`src/rbem_pkg.sv`:
```
// ----------------------------------------------------------------------------
// rbem_pkg
// Shared types, constants and helpers of the rigid-body exponential-map step.
// ----------------------------------------------------------------------------
package rbem_pkg;

  typedef enum logic [3:0] {
    ST_IDLE, ST_ISSUE, ST_WAIT, ST_SQRT_GO, ST_SQRT_WAIT, ST_DIV_GO,
    ST_DIV_WAIT, ST_MOD, ST_CORD_GO, ST_CORD_WAIT, ST_COMMIT, ST_OUT
  } state_t;

  typedef enum logic [2:0] {PH_HDT, PH_TRN, PH_B2, PH_R, PH_Q} phase_t;

  typedef enum logic [1:0] {SH0, SH24, SH25, SH30} shift_t;

  typedef enum logic {DS_SQRT, DS_DIV} ds_mode_t;

  typedef struct packed {
    logic signed [32:0] a;
    logic signed [32:0] b;
    shift_t             sh;
    logic               use_acc;
    logic signed [65:0] base;
  } mac_op_t;

  localparam int TWO_PI_Q16   = 411775;
  localparam int PI_Q16       = 205887;
  localparam int HALF_PI_Q16  = 102944;
  localparam int CORDIC_STEPS = 30;
  localparam logic signed [33:0] CORDIC_GAIN = 34'sd652032874;

  localparam logic [2:0] ROW_POS  = 3'd0;
  localparam logic [2:0] ROW_VEL  = 3'd1;
  localparam logic [2:0] ROW_ANGV = 3'd2;
  localparam logic [2:0] ROW_ROT0 = 3'd3;
  localparam logic [2:0] ROW_ROT1 = 3'd4;
  localparam logic [2:0] ROW_ROT2 = 3'd5;

  function automatic logic [29:0] atan_q30(input logic [4:0] i);
    logic [29:0] v;
    case (i)
      5'd0:  v = 30'h3243F6A8;
      5'd1:  v = 30'h1DAC6705;
      5'd2:  v = 30'h0FADBAFC;
      5'd3:  v = 30'h07F56EA6;
      5'd4:  v = 30'h03FEAB76;
      5'd5:  v = 30'h01FFD55B;
      5'd6:  v = 30'h00FFFAAA;
      5'd7:  v = 30'h007FFF55;
      5'd8:  v = 30'h003FFFEA;
      5'd9:  v = 30'h001FFFFD;
      5'd10: v = 30'h000FFFFF;
      5'd11: v = 30'h0007FFFF;
      5'd12: v = 30'h0003FFFF;
      5'd13: v = 30'h0001FFFF;
      5'd14: v = 30'h0000FFFF;
      5'd15: v = 30'h00007FFF;
      5'd16: v = 30'h00003FFF;
      5'd17: v = 30'h00001FFF;
      5'd18: v = 30'h00000FFF;
      5'd19: v = 30'h000007FF;
      5'd20: v = 30'h000003FF;
      5'd21: v = 30'h000001FF;
      5'd22: v = 30'h000000FF;
      5'd23: v = 30'h0000007F;
      5'd24: v = 30'h0000003F;
      5'd25: v = 30'h0000001F;
      5'd26: v = 30'h0000000F;
      5'd27: v = 30'h00000008;
      5'd28: v = 30'h00000004;
      5'd29: v = 30'h00000002;
      default: v = 30'h0;
    endcase
    return v;
  endfunction

  function automatic logic signed [31:0] sat32(input logic signed [65:0] v);
    logic signed [31:0] r;
    if (v > 66'sd2147483647) r = 32'sh7FFFFFFF;
    else if (v < -66'sd2147483648) r = 32'sh80000000;
    else r = v[31:0];
    return r;
  endfunction

endpackage

```
`src/rbem_cordic.sv`:
```
// ----------------------------------------------------------------------------
// rbem_cordic
// Rotation-mode CORDIC, one iteration per cycle, sine and cosine in Q2.30.
// ----------------------------------------------------------------------------
module rbem_cordic (
  input  logic               clk,
  input  logic               rst,
  input  logic               start,
  input  logic signed [31:0] z_in,
  output logic               done,
  output logic signed [31:0] sn,
  output logic signed [31:0] cs
);
  import rbem_pkg::*;

  logic signed [33:0] x;
  logic signed [33:0] y;
  logic signed [33:0] z;
  logic signed [33:0] dx;
  logic signed [33:0] dy;
  logic signed [33:0] at;
  logic [4:0]         i;
  logic               busy;

  always_comb begin
    dx = y >>> i;
    dy = x >>> i;
    at = $signed({4'b0000, atan_q30(i)});
  end

  always_ff @(posedge clk) begin
    if (rst) begin
      busy <= 1'b0;
      done <= 1'b0;
    end else begin
      done <= 1'b0;
      if (start) begin
        busy <= 1'b1;
      end else if (busy && i == 5'(CORDIC_STEPS - 1)) begin
        busy <= 1'b0;
        done <= 1'b1;
      end
    end
  end

  always_ff @(posedge clk) begin
    if (start) begin
      x <= CORDIC_GAIN;
      y <= 34'sd0;
      z <= {{2{z_in[31]}}, z_in};
      i <= 5'd0;
    end else if (busy) begin
      if (!z[33]) begin
        x <= x - dx;
        y <= y + dy;
        z <= z - at;
      end else begin
        x <= x + dx;
        y <= y - dy;
        z <= z + at;
      end
      i <= i + 5'd1;
    end
  end

  assign sn = y[31:0];
  assign cs = x[31:0];

endmodule

```
`config.mk`:
```
export PLATFORM = sky130hd
export DESIGN_NAME = rbem_cordic
export DESIGN_NICKNAME = d
export VERILOG_FILES = /design/src/rbem_pkg.sv /design/src/rbem_cordic.sv
export SDC_FILE = /design/constraint.sdc
export NUM_CORES = 1
export LEC_CHECK = 0
export BUFFER_PORTS_ARGS = -buffer_cell sky130_fd_sc_hd__buf_2
export CAP_MARGIN = 20
export CORE_MARGIN = 4
export CORE_UTILIZATION = 53
export CTS_CLUSTER_SIZE = 25
export DETAILED_ROUTE_END_ITERATION = 8
export PLACE_DENSITY_LB_ADDON = 0.1
export SYNTH_ARGS = -nofsm -noshare
export SYNTH_HDL_FRONTEND = slang
export SYNTH_SLANG_ARGS = --single-unit
export TNS_END_PERCENT = 100
```
`constraint.sdc`:
```
create_clock -name clk -period 9.1 [get_ports clk]
set_input_delay 2.73 -clock clk [delete_from_list [all_inputs] [get_ports clk]]
set_output_delay 2.73 -clock clk [all_outputs]
set_load 0.005 [all_outputs]
```
==> summary.txt <==
Layout
  • Layout cells sized above 1: 14.6%
  • Post-Layout Cell Count: 2491
  • ANT cells: 0
  • Layout area overhead: 4.76%
  • Most frequent cells in the layout: nor2_1 (209), a21oi_1 (169), nand2_1 (164), o21ai_0 (128), ha_1 (112)
  • Most common cell after layout, fill and taps aside: nor2_1
  • Final Net Count: approximately 2.2k
  • Final core occ: 56.6%

Worst setup path
  • Worst Path Arrival: just under 8 ns
  • Top delay family on crit path: simple AND/OR/NAND/NOR gates
  • Crit-path max FO: 66
  • Worst Path Buf+Inv: 2
  • Setup crit end: x[33]$_SDFFE_PP0P_
  • Startpoint types: flop
  • Setup crit start: i[1]$_SDFFE_PP0P_
  • Critical Path Sink Type: flop
  • Worst Path Required: 9.45 ns
  • CP peak stage delay: 1.00 ns
  • Crit-path slowest cell: dfxtp_4
  • Reg2reg end: x[33]$_SDFFE_PP0P_
  • Worst reg2reg startpoint: i[1]$_SDFFE_PP0P_
  • CP Cell Sequence: buf_4 -> mux4_2 -> mux2_2 -> a22oi_1 -> and4bb_1 -> ha_1 -> nand3_1 -> nor4_2 -> buf_4 -> nor2b_1 -> a31oi_1 -> xnor2_1 -> ha_1 -> a21o_1 -> a21o_1 -> a211o_1 -> nor3b_1 -> nand3_1 -> and2_1 -> a41oi_1 -> a31oi_1 -> and2_1 -> mux2i_1 -> mux2_1
  • WS Path Type: reg -> reg
  • Reg2Reg Depth: 24
  • Reg2reg setup slack: ~1.6 ns
  • Levels on crit path: 24

Clock tree
  • Sink Count: 139
  • Setup Buffers After CTS: 0
  • H-tree Lvls: 4
  • Worst skew pair latency: ~0.47 ns
  • Total CTS buffers: 17
  • CTS Root Cell: clkbuf_16
  • Clk buf depth: 2
  • CTS resizes: 0
  • Hold-fix buffers at CTS: 0
  • CTS tree: done
  • Worst-path clk slew: 0.07 ns

Synthesis
  • Syn_nets: 2225
  • EDFF count, synth: 34
  • Register area share after synthesis: between 10% and 20%
  • Yosys top cell area share: 12.2%
  • Area contributors post-synth: dfxtp_1 (12%), mux4_2 (9.7%), ha_1 (8.2%)
  • Cell variety after synth: 93
  • Yosys top cell by area: dfxtp_1
  • Synthesized area: approximately 17000 sq um
  • Most used DFF post-synth: dfxtp_1
  • YS warnings: 0
  • Ys async rst share: 0%
  • Post-Synthesis Cells: 2075
  • Mapped Avg Cell Area: 8.28 sq um
  • Number of synthesized register bits: 139

Detailed routing
  • Met1 Wirelength: between 20000 and 25000 um
  • Starting DRT DRC Count: 1325
  • DRC violations left: 0
  • Drt wl/cell: 22.8 um
  • Top sig layer: met4
  • Met3 wire length: 3560 um
  • WL met2: 27400 um
  • Vias: 16.0k
  • WL final: 56700 um
  • Routed vias/inst: 6.42
  • Router iterations before antenna repair: 6
  • Number of antenna-violating nets in the routed design: 0

Timing
  • Final Hold Vio Count: 0
  • WHS: 0.551 ns
  • Minimum clock period: 7.45 ns
  • Skew final: 0.0221 ns
  • Period utilization: 81.9%
  • Worst Tran Pin Value: 0.994 ns
  • Count of final setup violators: 0
  • Fmax: 0.134 GHz
  • Total negative setup slack: 0 ns
  • Fin worst setup slack: 1.65 ns
  • Final Max Slew Viols: 0
  • Worst slew margin: around a third
  • RSZ-0062 raised after global routing: no

Power
  • NetSw: 0.00388 W
  • PD cells: 427 nW/um^2
  • Clock power share: 9.7%
  • Combinational share of power: 74.0%
  • Flop pwr share: 16.3%
  • Peak VDD IR: about 240 uV
  • Leakage power: around 7.4 nW
  • Int Power: 0.00381 W
  • Switch share: 50.5%

Global route
  • Overflow after GRT: 0
  • First-pass GRT wire length: 88500 um
  • GRT Util Overall: 31.3%
  • Initial antenna violation count: 0
  • Largest net degree at the start of global routing: 68
  • Vias in the first global route: between 15k and 20k

Floorplanning
  • FP Rows: 65
  • Die span in x: 188 um
  • # IOs: 100
  • Die Area: about 35000 sq um
  • Initial Util: 54.0%
  • Die Span Y: 188 um
  • Core footprint: roughly 32000 sq um

Place
  • DP Cell Count: 2459
  • PortBufs: 99
  • HPWL after DPL: about 42000 um
  • Routability-driven placement congestion ratio: 1.00
  • Place WS: 1.81 ns

Status
  • Outcome: completed

Run
  • Max-capacitance violation count: 0

Min path
  • Hold crit path type: reg -> reg
[synthesized netlist by cell type, types with 22 or more instances]
library cell    n
a21oi_1       169
mux4_2         74
nor2b_1        32
clkbuf_1       62
and3_1         22
dfxtp_1       105
edfxtp_1       34
o21ai_0       128
nand3_1        23
nand2_1       164
nand2b_1       31
a31oi_1        38
inv_1          50
mux2_2         31
xor2_1         81
ha_1          112
xnor2_1        92
a21o_1         58
mux2i_1        78
nor2_1        209
buf_4          72
nor3_1         37
[worst min-delay path by stage]
stage,from,end,cells after the start
after global placement,y[0]$_SDFFE_PP0P_,y[0]$_SDFFE_PP0P_,2
after global routing,y[0]$_SDFFE_PP0P_,y[0]$_SDFFE_PP0P_,2
after CTS,y[0]$_SDFFE_PP0P_,y[0]$_SDFFE_PP0P_,2
final,y[0]$_SDFFE_PP0P_,y[0]$_SDFFE_PP0P_,2
after floorplan,y[0]$_SDFFE_PP0P_,y[0]$_SDFFE_PP0P_,2
after detailed placement,y[0]$_SDFFE_PP0P_,y[0]$_SDFFE_PP0P_,2
[worst reg2reg max path, cell delays in order (launching register included)]
cell	delay, ns
dfxtp_4	1.00
buf_4	0.48
mux4_2	0.57
mux2_2	0.30
a22oi_1	0.22
and4bb_1	0.36
ha_1	0.24
nand3_1	0.17
nor4_2	0.34
buf_4	0.19
nor2b_1	0.23
a31oi_1	0.13
xnor2_1	0.16
ha_1	0.39
a21o_1	0.22
a21o_1	0.19
a211o_1	0.32
nor3b_1	0.20
nand3_1	0.16
and2_1	0.27
a41oi_1	0.35
a31oi_1	0.16
and2_1	0.18
mux2i_1	0.15
mux2_1	0.33
[power groups by stage]
stage	logic [W]	clock network [W]	registers [W]
floorplan	0.00455	0	0.00106
global placement	0.00551	0	0.00126
detailed placement	0.00559	0	0.00126
CTS	0.00563	0.000756	0.00124
global route	0.00629	0.000780	0.00128
finish	0.00570	0.000746	0.00125
[logic make-up after synthesis]
| family | synth area share (%) |
|---|---|
| xor+xnor | 8.82 |
| buf+inv | 7.38 |
| simple gates | 16.9 |
| mux | 16.7 |
| flops | 18.2 |
| fa+ha+maj | 8.50 |
| compound gates | 23.5 |
[per-layer routing]
metal  global-route usage (%)  vias up
met1                     39.1     7679
li1                         -     7587
met4                     12.4        0
met3                     6.03      126
met5                        0        -
met2                     53.4      593
[state kept, by name (all words and copies together) (netlist names)]
| register | cells |
|---|---|
| x | 34 |
| busy | 1 |
| i | 5 |
| at | 30 |
| z | 34 |
| y | 34 |
| done | 1 |
[final cells by class]
class	count	area [sq um]
Timing Repair Buffer	124	706
Fill cell	2961	13800
Sequential cell	139	3140
Tap cell	435	544
Clock inverter	10	101
Clock buffer	22	507
Inverter	56	210
Multi-Input combinational cell	1705	12800
[metrics by stage]
stage          power, W  instance area, sq um
3_3_place_gp    0.00677                 17400
4_1_cts         0.00763                 18000
5_1_grt         0.00835                 18000
3_5_place_dp    0.00685                 17400
6_report        0.00769                 18000
2_1_floorplan   0.00561                 17200
(Power assumes the default switching activity.)
