`config.mk`:
```
export PLATFORM = sky130hd
export DESIGN_NAME = rbem_divsqrt
export DESIGN_NICKNAME = d
export VERILOG_FILES = /design/src/rbem_pkg.sv /design/src/rbem_divsqrt.sv
export SDC_FILE = /design/constraint.sdc
export NUM_CORES = 1
export LEC_CHECK = 0
export BUFFER_PORTS_ARGS = -buffer_cell sky130_fd_sc_hd__buf_2
export CAP_MARGIN = 5
export CORE_MARGIN = 3
export CORE_UTILIZATION = 45
export CTS_CLUSTER_SIZE = 16
export DETAILED_ROUTE_END_ITERATION = 10
export PLACE_DENSITY = 0.68
export SLEW_MARGIN = 20
export SYNTH_ARGS = -nofsm -noshare
export SYNTH_HDL_FRONTEND = slang
export SYNTH_SLANG_ARGS = --single-unit
```
`constraint.sdc`:
```
create_clock -name clk -period 7.7 [get_ports clk]
set_input_delay 0.77 -clock clk [delete_from_list [all_inputs] [get_ports clk]]
set_output_delay 0.77 -clock clk [all_outputs]
set_load 0.1 [all_outputs]
```
`src/rbem_pkg.sv`:
```
// ----------------------------------------------------------------------------
// rbem_pkg
// Shared types, constants and helpers of the rigid-body exponential-map step.
// ----------------------------------------------------------------------------
package rbem_pkg;

  typedef enum logic [3:0] {
    ST_IDLE, ST_ISSUE, ST_WAIT, ST_SQRT_GO, ST_SQRT_WAIT, ST_DIV_GO,
    ST_DIV_WAIT, ST_MOD, ST_CORD_GO, ST_CORD_WAIT, ST_COMMIT, ST_OUT
  } state_t;

  typedef enum logic [2:0] {PH_HDT, PH_TRN, PH_B2, PH_R, PH_Q} phase_t;

  typedef enum logic [1:0] {SH0, SH24, SH25, SH30} shift_t;

  typedef enum logic {DS_SQRT, DS_DIV} ds_mode_t;

  typedef struct packed {
    logic signed [32:0] a;
    logic signed [32:0] b;
    shift_t             sh;
    logic               use_acc;
    logic signed [65:0] base;
  } mac_op_t;

  localparam int TWO_PI_Q16   = 411775;
  localparam int PI_Q16       = 205887;
  localparam int HALF_PI_Q16  = 102944;
  localparam int CORDIC_STEPS = 30;
  localparam logic signed [33:0] CORDIC_GAIN = 34'sd652032874;

  localparam logic [2:0] ROW_POS  = 3'd0;
  localparam logic [2:0] ROW_VEL  = 3'd1;
  localparam logic [2:0] ROW_ANGV = 3'd2;
  localparam logic [2:0] ROW_ROT0 = 3'd3;
  localparam logic [2:0] ROW_ROT1 = 3'd4;
  localparam logic [2:0] ROW_ROT2 = 3'd5;

  function automatic logic [29:0] atan_q30(input logic [4:0] i);
    logic [29:0] v;
    case (i)
      5'd0:  v = 30'h3243F6A8;
      5'd1:  v = 30'h1DAC6705;
      5'd2:  v = 30'h0FADBAFC;
      5'd3:  v = 30'h07F56EA6;
      5'd4:  v = 30'h03FEAB76;
      5'd5:  v = 30'h01FFD55B;
      5'd6:  v = 30'h00FFFAAA;
      5'd7:  v = 30'h007FFF55;
      5'd8:  v = 30'h003FFFEA;
      5'd9:  v = 30'h001FFFFD;
      5'd10: v = 30'h000FFFFF;
      5'd11: v = 30'h0007FFFF;
      5'd12: v = 30'h0003FFFF;
      5'd13: v = 30'h0001FFFF;
      5'd14: v = 30'h0000FFFF;
      5'd15: v = 30'h00007FFF;
      5'd16: v = 30'h00003FFF;
      5'd17: v = 30'h00001FFF;
      5'd18: v = 30'h00000FFF;
      5'd19: v = 30'h000007FF;
      5'd20: v = 30'h000003FF;
      5'd21: v = 30'h000001FF;
      5'd22: v = 30'h000000FF;
      5'd23: v = 30'h0000007F;
      5'd24: v = 30'h0000003F;
      5'd25: v = 30'h0000001F;
      5'd26: v = 30'h0000000F;
      5'd27: v = 30'h00000008;
      5'd28: v = 30'h00000004;
      5'd29: v = 30'h00000002;
      default: v = 30'h0;
    endcase
    return v;
  endfunction

  function automatic logic signed [31:0] sat32(input logic signed [65:0] v);
    logic signed [31:0] r;
    if (v > 66'sd2147483647) r = 32'sh7FFFFFFF;
    else if (v < -66'sd2147483648) r = 32'sh80000000;
    else r = v[31:0];
    return r;
  endfunction

endpackage

```
`src/rbem_divsqrt.sv`:
```
// ----------------------------------------------------------------------------
// rbem_divsqrt
// Shared shift-subtract unit: integer square root or restoring divide,
// one result bit per cycle.
// ----------------------------------------------------------------------------
module rbem_divsqrt (
  input  logic               clk,
  input  logic               rst,
  input  logic               start,
  input  rbem_pkg::ds_mode_t mode,
  input  logic [63:0]        rad,
  input  logic [61:0]        num,
  input  logic [31:0]        den,
  output logic               done,
  output logic [31:0]        res
);
  import rbem_pkg::*;

  logic [34:0] rem;
  logic [34:0] remsh;
  logic [34:0] trial;
  logic [63:0] work;
  logic [4:0]  cnt;
  logic        busy;
  ds_mode_t    mode_r;
  logic        ge;

  always_comb begin
    if (mode_r == DS_SQRT) begin
      remsh = {rem[32:0], work[63:62]};
      trial = {1'b0, res, 2'b01};
    end else begin
      remsh = {rem[33:0], work[63]};
      trial = {3'b000, den};
    end
    ge = remsh >= trial;
  end

  always_ff @(posedge clk) begin
    if (rst) begin
      busy <= 1'b0;
      done <= 1'b0;
    end else begin
      done <= 1'b0;
      if (start) begin
        busy <= 1'b1;
      end else if (busy && cnt == 5'd0) begin
        busy <= 1'b0;
        done <= 1'b1;
      end
    end
  end

  always_ff @(posedge clk) begin
    if (start) begin
      mode_r <= mode;
      res    <= 32'd0;
      if (mode == DS_SQRT) begin
        rem  <= 35'd0;
        work <= rad;
        cnt  <= 5'd31;
      end else begin
        rem  <= {4'b0000, num[61:31]};
        work <= {num[30:0], 33'd0};
        cnt  <= 5'd30;
      end
    end else if (busy) begin
      rem  <= ge ? remsh - trial : remsh;
      res  <= {res[30:0], ge};
      work <= (mode_r == DS_SQRT) ? {work[61:0], 2'b00} : {work[62:0], 1'b0};
      cnt  <= cnt - 5'd1;
    end
  end

endmodule

```
==> flow_summary_export.csv, run 1 <==
group,metric,value,unit
setup_path,critPathKind,"reg -> reg",
pwr,p_sw_share,41.20,%
yosys,synth.top_cell.area_share,32.80,%
worst_hold_path,holdPathEnd,"busy$_SDFFE_PP0P_",
pwr,p_clk_share,21.1,%
yosys,synth-async-reset-ratio,0,%
pwr,comb_power_share,50.7,%
sta,report.final.slew_viol_count,0,
setup_path,cp.required,7.94,ns
floorplanning,initial_utilization,46.45,%
clock_tree,path_clk_slew,0.06,ns
clock_tree,cts_tree,"done",
final_layout,final_nets,1342,
sta,hold_viol_final,0,
route,met3_length,1160,µm
run,maxCapViolations,0,
setup_path,r2r_end,"rem[31]$_SDFFCE_PP0P_",
final_layout,syn_to_final_growth,17.69,%
sta,final.setup.tns,0,ns
floorplanning,die_w,151.5,µm
global_route,grt.overflow.total,0,
route,highest_layer,"met4",
yosys,synth_top_cell_by_area,"edfxtp_1",
setup_path,worstPathArrival,5.21,ns
route,postRouteAntennaNets,0,
sta,tightest_slew,1.069,ns
floorplanning,die-area,0.02294,mm²
final_layout,drive_gt1_share,24.03,%
sta,rsz0062_at_grt,"false",
floorplanning,num_rows,52,
yosys,synth_edf_count,104,
yosys,synthMostInstantiatedCell,"mux2i_1",
pwr,switchingPower,1.545,mW
setup_path,endpoint_kind,"flip-flop",
global_route,grt_use_total,20.51,%
yosys,synth_top_cells_by_area,"edfxtp_1 33%, mux2i_1 15%, dfxtp_1 7.1%, ha_1 4.6%, a21oi_1 4.5%",
yosys,synth_xor_area_share,2.392,%
yosys,synth_top_family_by_area,"multiplexers",
route,drtIter0Drc,654,
sta,fin_worst_skew,0.01219,ns
yosys,yosys.area_share.simple,13.37,%
pwr,p_int,2.206,mW
sta,max_freq,201.1,MHz
placed_design,place_congestion,0.9343,
pwr,total_power,3.751,mW
final_layout,final_util,54.67,%
worst_hold_path,hold_start,"rst",
yosys,synth-seq-cells,138,
clock_tree,cts_buffers,17,
route,drc,0,
clock_tree,clock-sinks,138,
pwr,seq_power_share,28.2,%
yosys,syn_area,0.009520,mm²
floorplanning,coreArea,0.02049,mm²
global_route,grt_pass1_vias,7581,
clock_tree,clockRootBuffer,"clkbuf_16",
run_status,status,"complete, no violations",
clock_tree,cts_setup_buffers,0,
route,wl_met2,11430,µm
clock_tree,cts_resized,0,
yosys,postSynthAreaPerCell,9.656,µm²
final_layout,instances_no_fill,1428,
global_route,grt_pass1_wl,37890,µm
route,vias,7978,
route,dr.pass1.iters,5,
yosys,synth.area.mux_share,19.04,%
worst_hold_path,holdPathStages,2,
yosys,synthTopCellsByCount,"144 x mux2i_1, 104 x edfxtp_1, 101 x nand2_1",
global_route,grt_max_degree,89,
worst_hold_path,hp-class,"in -> reg",
pwr,ir_worst_vdd,0.1917,mV
yosys,ys.flop_type,"edfxtp_1",
setup_path,rr_startpoint,"mode_r$_DFFE_PP_",
yosys,synth.net_count,1184,
setup_path,crit_path_max_fanout,76,
setup_path,start_kind,"flip-flop",
yosys,synth_cell_types,59,
yosys,ys_seq_area_share,39.95,%
placed_design,io_buffers,194,
route,wl_met1,11240,µm
sta,fin_crit,4.971,ns
yosys,syn_inst,986,
clock_tree,htreeDepth,4,
yosys,yosys_warnings,0,
route,vias_per_cell,5.587,
pwr,power_density,334.7,mW/mm²
pwr,power_leakage,4.723,nW
clock_tree,cts_buffer_depth,2,
yosys,synth_compound_area_share,17.19,%
route,wirelength,24130,µm
placed_design,hpwl,17070,µm
floorplanning,dieHeight,151.5,µm
placed_design,place_inst,1395,
floorplanning,ioPinCount,195,
setup_path,r2r_slack,2.73,ns
clock_tree,insertion_delay,0.43,ns
route,wl_per_cell,16.90,µm
setup_path,rr_worst_depth,11,
sta,relSlewSlack,28.74,%
global_route,antenna_found_initial,1,
sta,finalCritPeriodShare,64.56,%
sta,setup-violations-final,0,
yosys,synth_fa_ha_area_share,4.810,%
clock_tree,cts_hold_buffers,0,
-- per-layer routing --
metal  up-vias  GRT usage, %
met1      3753         28.05
met4         0         5.848
li1       4016             -
met3        24         4.015
met2       185         33.19
met5         -             0
-- registers in the layout (all words and copies together) (netlist names) --
register  cells
cnt           5
rem          34
work         64
res          32
done          1
busy          1
mode_r        1
-- cell usage in the layout (no fill, tap or decap), types with 35 or more instances in the layout --
cell and instances:
buf_2 193, mux2i_1 144, edfxtp_1 104, nand2_1 101
a21oi_1 85, o21ai_0 64, nor2_1 64, a211oi_1 40
nor2b_1 36, ha_1 35
-- power by group through the flow --
| stage | Sequential (mW) | Combinational, mW | Clock (mW) |
|---|---|---|---|
| finish | 1.06 | 1.90 | 0.791 |
| floorplan | 1.06 | 1.50 | 0 |
| CTS | 1.06 | 1.89 | 0.801 |
| detailed placement | 1.07 | 1.87 | 0 |
| global placement | 1.07 | 1.85 | 0 |
| global route | 1.08 | 2.12 | 0.832 |
-- how the worst max path moves through the flow --
stage | start | end | slack, ns | depth (start not counted)
after CTS | mode_r$_DFFE_PP_ | rem[31]$_SDFFCE_PP0P_ | 2.72 | 12
after global routing | mode_r$_DFFE_PP_ | rem[31]$_SDFFCE_PP0P_ | 2.41 | 11
after detailed placement | mode_r$_DFFE_PP_ | rem[31]$_SDFFCE_PP0P_ | 2.76 | 12
after global placement | mode_r$_DFFE_PP_ | rem[31]$_SDFFCE_PP0P_ | 2.88 | 12
final | mode_r$_DFFE_PP_ | rem[31]$_SDFFCE_PP0P_ | 2.73 | 11
after floorplan | mode_r$_DFFE_PP_ | rem[25]$_DFFE_PP_ | 3.28 | 15
-- per-stage QoR --
step | area [µm²] | worst slack [ns] | hold WS (ns)
finish | 11200 | 2.729 | 0.5103
global placement | 10640 | 2.878 | 0.4955
global route | 11200 | 2.409 | 0.4985
detailed placement | 10640 | 2.762 | 0.5260
CTS | 11200 | 2.719 | 0.4976
floorplan | 9520 | 3.283 | 0.5350
-- critical path: stages (launching register included) --
cell and delay, ns:
edfxtp_1 0.34, buf_4 0.81, mux2_2 0.43, ha_1 0.44, nand3_1 0.21, nor4_2 0.52
and3_1 0.23, o31ai_1 0.10, a31oi_4 0.67, buf_4 0.45, nand2_1 0.21, o32ai_1 0.31
-- cell families after synthesis --
family | Yosys count
adder cells (fa/ha/maj) | 36
flip-flops | 138
AND/OR/NAND/NOR | 272
AO/OA/AOI/OAI | 262
multiplexers | 177
buffers and inverters | 75
XOR/XNOR | 26
-- layout make-up --
cell class | instances | area, µm²
Inverter | 10 | 37.54
Antenna cell | 1 | 2.502
Multi-Input combinational cell | 773 | 5414
Timing Repair Buffer | 204 | 1049
Clock buffer | 18 | 429.2
Clock inverter | 14 | 130.1
Fill cell | 1899 | 9290
Sequential cell | 138 | 3805
Tap cell | 270 | 337.8
(Power assumes the default switching activity.)
==> inputs of run 2 (changes only) <==
PLACE_DENSITY = 0.7   (was 0.68)
clock period = 4.3 ns   (was 7.7 ns; I/O delays follow)
==> flow_summary_export.csv, run 2 (synthesis gave the netlist of run 1 again) <==
group,metric,value,unit
route,wl_per_cell,16.73,µm
pwr,seq_power_share,27.6,%
setup_path,cp-endpoint,"rem[25]$_DFFE_PP_",
route,drtIter0Drc,467,
clock_tree,htreeDepth,4,
global_route,grt_use_total,20.51,%
final_layout,final_nets,1347,
global_route,grt_pass1_wl,37710,µm
clock_tree,path_clk_slew,0.07,ns
final_layout,largest_reg_flops,64,
pwr,p_sw_share,39.75,%
sta,final.setup.tns,0,ns
pwr,power_density,608.3,mW/mm²
pwr,switchingPower,2.738,mW
floorplanning,coreArea,0.02049,mm²
clock_tree,cts_setup_buffers,0,
run_status,status,"complete, no violations",
pwr,ir_worst_vdd,0.3169,mV
setup_path,rr_worst_depth,12,
pwr,p_clk_share,22.5,%
final_layout,mostFrequentLayoutCells,"193 x buf_2, 144 x mux2i_1, 104 x edfxtp_1",
sta,max_freq,254.4,MHz
route,drc,0,
sta,report.final.slew_viol_count,0,
global_route,grt.overflow.total,0,
floorplanning,num_rows,52,
sta,rsz0062_at_grt,"false",
final_layout,drive_gt1_share,24.35,%
floorplanning,die-area,0.02294,mm²
route,wirelength,24000,µm
route,postRouteAntennaNets,0,
floorplanning,initial_utilization,46.45,%
floorplanning,dieHeight,151.5,µm
route,vias,7987,
setup_path,cp.required,4.46,ns
sta,relSlewSlack,47.76,%
setup_path,crit_path_max_fanout,28,
clock_tree,cts_buffers,17,
global_route,grt_max_degree,65,
clock_tree,cts_tree,"done",
sta,setup-violations-final,0,
final_layout,largestRegisters,"work (64), rem (34), res (32)",
sta,tightest_slew,0.7835,ns
placed_design,post-place-ws,0.3902,ns
placed_design,place_congestion,0.9065,
sta,fin_worst_skew,0.008628,ns
clock_tree,cts_buffer_depth,2,
setup_path,endpoint_kind,"flip-flop",
sta,hold_viol_final,0,
setup_path,r2r_end,"rem[25]$_DFFE_PP_",
route,vias_per_cell,5.570,
floorplanning,die_w,151.5,µm
global_route,grt_pass1_vias,7588,
clock_tree,clockRootBuffer,"clkbuf_16",
setup_path,crit_start,"mode_r$_DFFE_PP_",
final_layout,final_util,55.26,%
run,maxCapViolations,0,
clock_tree,cts_resized,0,
pwr,p_int,4.150,mW
sta,finalCritPeriodShare,91.40,%
clock_tree,clock-sinks,138,
setup_path,rr_startpoint,"mode_r$_DFFE_PP_",
route,dr.pass1.iters,5,
final_layout,final_common_cell,"buf_2",
clock_tree,insertion_delay,0.42,ns
setup_path,start_kind,"flip-flop",
worst_hold_path,hp-class,"in -> reg",
placed_design,io_buffers,194,
setup_path,worstPathArrival,4.09,ns
sta,fin_crit,3.930,ns
pwr,comb_power_share,50.0,%
sta,worst_slack,0.3698,ns
final_layout,largest-register,"work",
floorplanning,ioPinCount,195,
pwr,power_leakage,4.787,nW
clock_tree,cts_hold_buffers,0,
setup_path,critPathKind,"reg -> reg",
final_layout,syn_to_final_growth,18.95,%
placed_design,hpwl,17330,µm
setup_path,r2r_slack,0.37,ns
global_route,antenna_found_initial,2,
run 2: cell types whose count changed in the layout (fill, tap and decap cells not counted), sizes merged:
cell,previous run,this run
buf,204,209
clkinv,3,1
diode,1,2
clkinvlp,4,3
bufinv,0,3
run 2: worst max-delay path: stages (launching register included):
cell and delay (ns):
edfxtp_1 0.44, buf_4 0.40, mux2_2 0.40, ha_1 0.40, a21oi_1 0.18, o21ai_0 0.13
nor3_1 0.16, nor2_1 0.07, nor4_1 0.47, a31oi_4 0.16, buf_4 0.27, and2_1 0.23
a221o_1 0.33
run 2: cell type report:
type | instances | area, µm²
repair buffers | 209 | 1111
fillers | 1910 | 9170
flip-flops and latches | 138 | 3805
inverters | 10 | 37.54
clock inverters | 14 | 185.2
multi-input cells | 773 | 5414
diodes | 2 | 5.005
well taps | 270 | 337.8
clock buffers | 18 | 429.2
run 2: power by group through the flow:
stage / clock network (mW) / registers, mW / logic (mW)
2_1_floorplan: 0 / 1.90 / 2.68
3_3_place_gp: 0 / 1.91 / 3.36
3_5_place_dp: 0 / 1.92 / 3.40
4_1_cts: 1.58 / 1.90 / 3.42
5_1_grt: 1.64 / 1.93 / 3.82
6_report: 1.55 / 1.90 / 3.44
run 2: worst min path at each step:
stage / from / endpoint / depth (start not counted)
after floorplan: rst / busy$_SDFFE_PP0P_ / 1
after global placement: res[31]$_SDFFE_PP0P_ / res[31]$_SDFFE_PP0P_ / 2
after detailed placement: res[31]$_SDFFE_PP0P_ / res[31]$_SDFFE_PP0P_ / 2
after CTS: rst / busy$_SDFFE_PP0P_ / 2
after global routing: rst / busy$_SDFFE_PP0P_ / 2
final: rst / busy$_SDFFE_PP0P_ / 2
run 2: layer usage:
layer  global-route usage (%)  share of wire (%)
met1                    28.48                 47
met2                    33.05                 47
met3                    3.807                4.5
met4                    5.440                1.7
met5                        0                  0
run 2: metrics by stage:
| stage | area, µm² | std cells | hold slack (ns) | power (mW) |
|---|---|---|---|---|
| 2_1_floorplan | 9523 | 986 | 0.5024 | 4.577 |
| 3_3_place_gp | 10700 | 1400 | 0.5033 | 5.275 |
| 3_5_place_dp | 10700 | 1400 | 0.5277 | 5.322 |
| 4_1_cts | 11320 | 1432 | 0.1633 | 6.893 |
| 5_1_grt | 11320 | 1434 | 0.1695 | 7.379 |
| 6_report | 11320 | 1434 | 0.1836 | 6.889 |
==> inputs of run 3 (changes only) <==
CORE_MARGIN = not set   (was 3)
SETUP_SLACK_MARGIN = 0.4   (was not set)
==> flow_summary_export.csv, run 3 (synthesis gave the netlist of run 1 again) <==
group,metric,value,unit
pwr,seq_power_share,27.7,%
floorplanning,initial_utilization,46.45,%
pwr,p_clk_share,20.7,%
setup_path,crit_start,"mode_r$_DFFE_PP_",
sta,relSlewSlack,55.46,%
global_route,grt_max_degree,87,
final_layout,largestRegisters,"work (64), rem (34), res (32)",
pwr,power_leakage,4.801,nW
global_route,antenna_found_initial,0,
clock_tree,cts_buffers,17,
final_layout,final_common_cell,"buf_2",
clock_tree,path_clk_slew,0.06,ns
global_route,grt.overflow.total,0,
route,drc,0,
route,wirelength,23860,µm
pwr,ir_worst_vdd,0.3507,mV
sta,hold_ws,0.1757,ns
sta,tightest_slew,0.6681,ns
global_route,grt_pass1_wl,38340,µm
placed_design,place_congestion,0.8611,
setup_path,worstPathArrival,3.94,ns
sta,report.final.slew_viol_count,0,
final_layout,mostFrequentLayoutCells,"193 x buf_2, 144 x mux2i_1, 104 x edfxtp_1",
final_layout,fill_cells,1880,
final_layout,largest-register,"work",
floorplanning,die_w,147.5,µm
sta,rsz0062_at_grt,"false",
final_layout,drive_gt1_share,25.28,%
placed_design,hpwl,16960,µm
pwr,total_power,6.847,mW
sta,fin_crit,3.714,ns
final_layout,multi_input_area,0.005435,mm²
global_route,grt_use_total,22.01,%
placed_design,io_buffers,194,
placed_design,place_inst,1403,
clock_tree,cts_tree,"done",
route,wl_per_cell,16.60,µm
floorplanning,dieHeight,147.5,µm
pwr,power_density,601.7,mW/mm²
setup_path,start_kind,"flip-flop",
sta,fin_worst_skew,0.007918,ns
final_layout,syn_to_final_growth,19.54,%
run_status,status,"complete, no violations",
setup_path,critPathKind,"reg -> reg",
worst_hold_path,hp-class,"in -> reg",
clock_tree,htreeDepth,4,
route,postRouteAntennaNets,0,
clock_tree,cts_hold_buffers,0,
sta,final.setup.tns,0,ns
floorplanning,die-area,0.02174,mm²
floorplanning,ioPinCount,195,
pwr,p_int,4.074,mW
setup_path,cp.required,4.53,ns
final_layout,largest_reg_flops,64,
worst_hold_path,hold_start,"rst",
sta,setup-violations-final,0,
clock_tree,cts_buffer_depth,2,
global_route,grt_pass1_vias,7690,
floorplanning,coreArea,0.02049,mm²
route,dr.pass1.iters,5,
setup_path,r2r_slack,0.59,ns
sta,hold_viol_final,0,
sta,finalCritPeriodShare,86.37,%
pwr,comb_power_share,51.6,%
final_layout,instances_no_fill,1437,
final_layout,seqCellArea,0.003805,mm²
placed_design,place_area,0.01074,mm²
pwr,p_sw_share,40.51,%
clock_tree,insertion_delay,0.43,ns
final_layout,postLayoutCellArea,0.01138,mm²
setup_path,crit_path_max_fanout,20,
pwr,switchingPower,2.774,mW
sta,max_freq,269.3,MHz
route,vias,7941,
run,maxCapViolations,0,
setup_path,endpoint_kind,"flip-flop",
floorplanning,num_rows,52,
final_layout,diodes,0,
setup_path,rr_startpoint,"mode_r$_DFFE_PP_",
route,vias_per_cell,5.526,
final_layout,final_nets,1353,
route,drtIter0Drc,465,
clock_tree,clock-sinks,138,
clock_tree,clockRootBuffer,"clkbuf_16",
## run 3: cell types whose count changed in the layout (fill, tap and decap cells not counted), moves of 2 or more
| cell | change |
|---|---|
| buf_4 | +2 |
| buf_8 | +2 |
| bufinv_16 | -2 |
| clkinv_2 | +2 |
| diode_2 | -2 |
| ha_1 | -4 |
| ha_2 | +4 |
## run 3: timing repair
action | in CTS | in global routing
endpoints found under the setup margin | 0 | 32
setup buffers | 0 | 2
gates resized for setup | 0 | 13
## run 3: path summary, 6_finish.rpt
| check | end | cells past startpoint |
|---|---|---|
| min | busy$_SDFFE_PP0P_ | 2 |
| min reg2reg | res[31]$_SDFFE_PP0P_ | 2 |
| max | rem[31]$_SDFFCE_PP0P_ | 11 |
| max reg2reg | rem[31]$_SDFFCE_PP0P_ | 11 |
## run 3: layout make-up
type,count,area share (%)
Clock buffer,17,3.738
Clock inverter,14,1.220
Inverter,10,0.3298
Multi-Input combinational cell,773,47.76
Sequential cell,138,33.43
Tap cell,270,2.968
Timing Repair Buffer,215,10.55
## run 3: power by group through the flow
stage / Clock (mW) / Sequential (mW) / Combinational [mW]
2_1_floorplan: 0 / 1.90 / 2.68
6_report: 1.42 / 1.90 / 3.53
3_3_place_gp: 0 / 1.92 / 3.41
4_1_cts: 1.45 / 1.89 / 3.47
3_5_place_dp: 0 / 1.92 / 3.45
5_1_grt: 1.50 / 1.93 / 3.92
## run 3: layer usage
| metal | wire, µm | global-route usage (%) | vias to the layer above |
|---|---|---|---|
| met5 | 0 | 0 | - |
| met3 | 880 | 3.580 | 28 |
| met2 | 11000 | 34.88 | 193 |
| met1 | 11620 | 30.68 | 3696 |
| li1 | - | - | 4024 |
| met4 | 361 | 7.010 | 0 |
## run 3: worst max-delay path, stage by stage (launching register included)
cell and delay (ns):
edfxtp_1 0.51, buf_8 0.24, mux2_2 0.37, ha_1 0.39
o2111ai_1 0.19, a21o_1 0.25, a2111oi_4 0.43, o31ai_2 0.14
a31oi_4 0.24, buf_4 0.23, nand2_1 0.16, o32ai_1 0.35
## run 3: through the flow
stage          util, %  setup WS, ns
6_report         55.53        0.5861
3_3_place_gp     52.40        0.5116
3_5_place_dp     52.41        0.4742
5_1_grt          55.53        0.3992
4_1_cts          55.16        0.4356
2_1_floorplan        -        0.4892
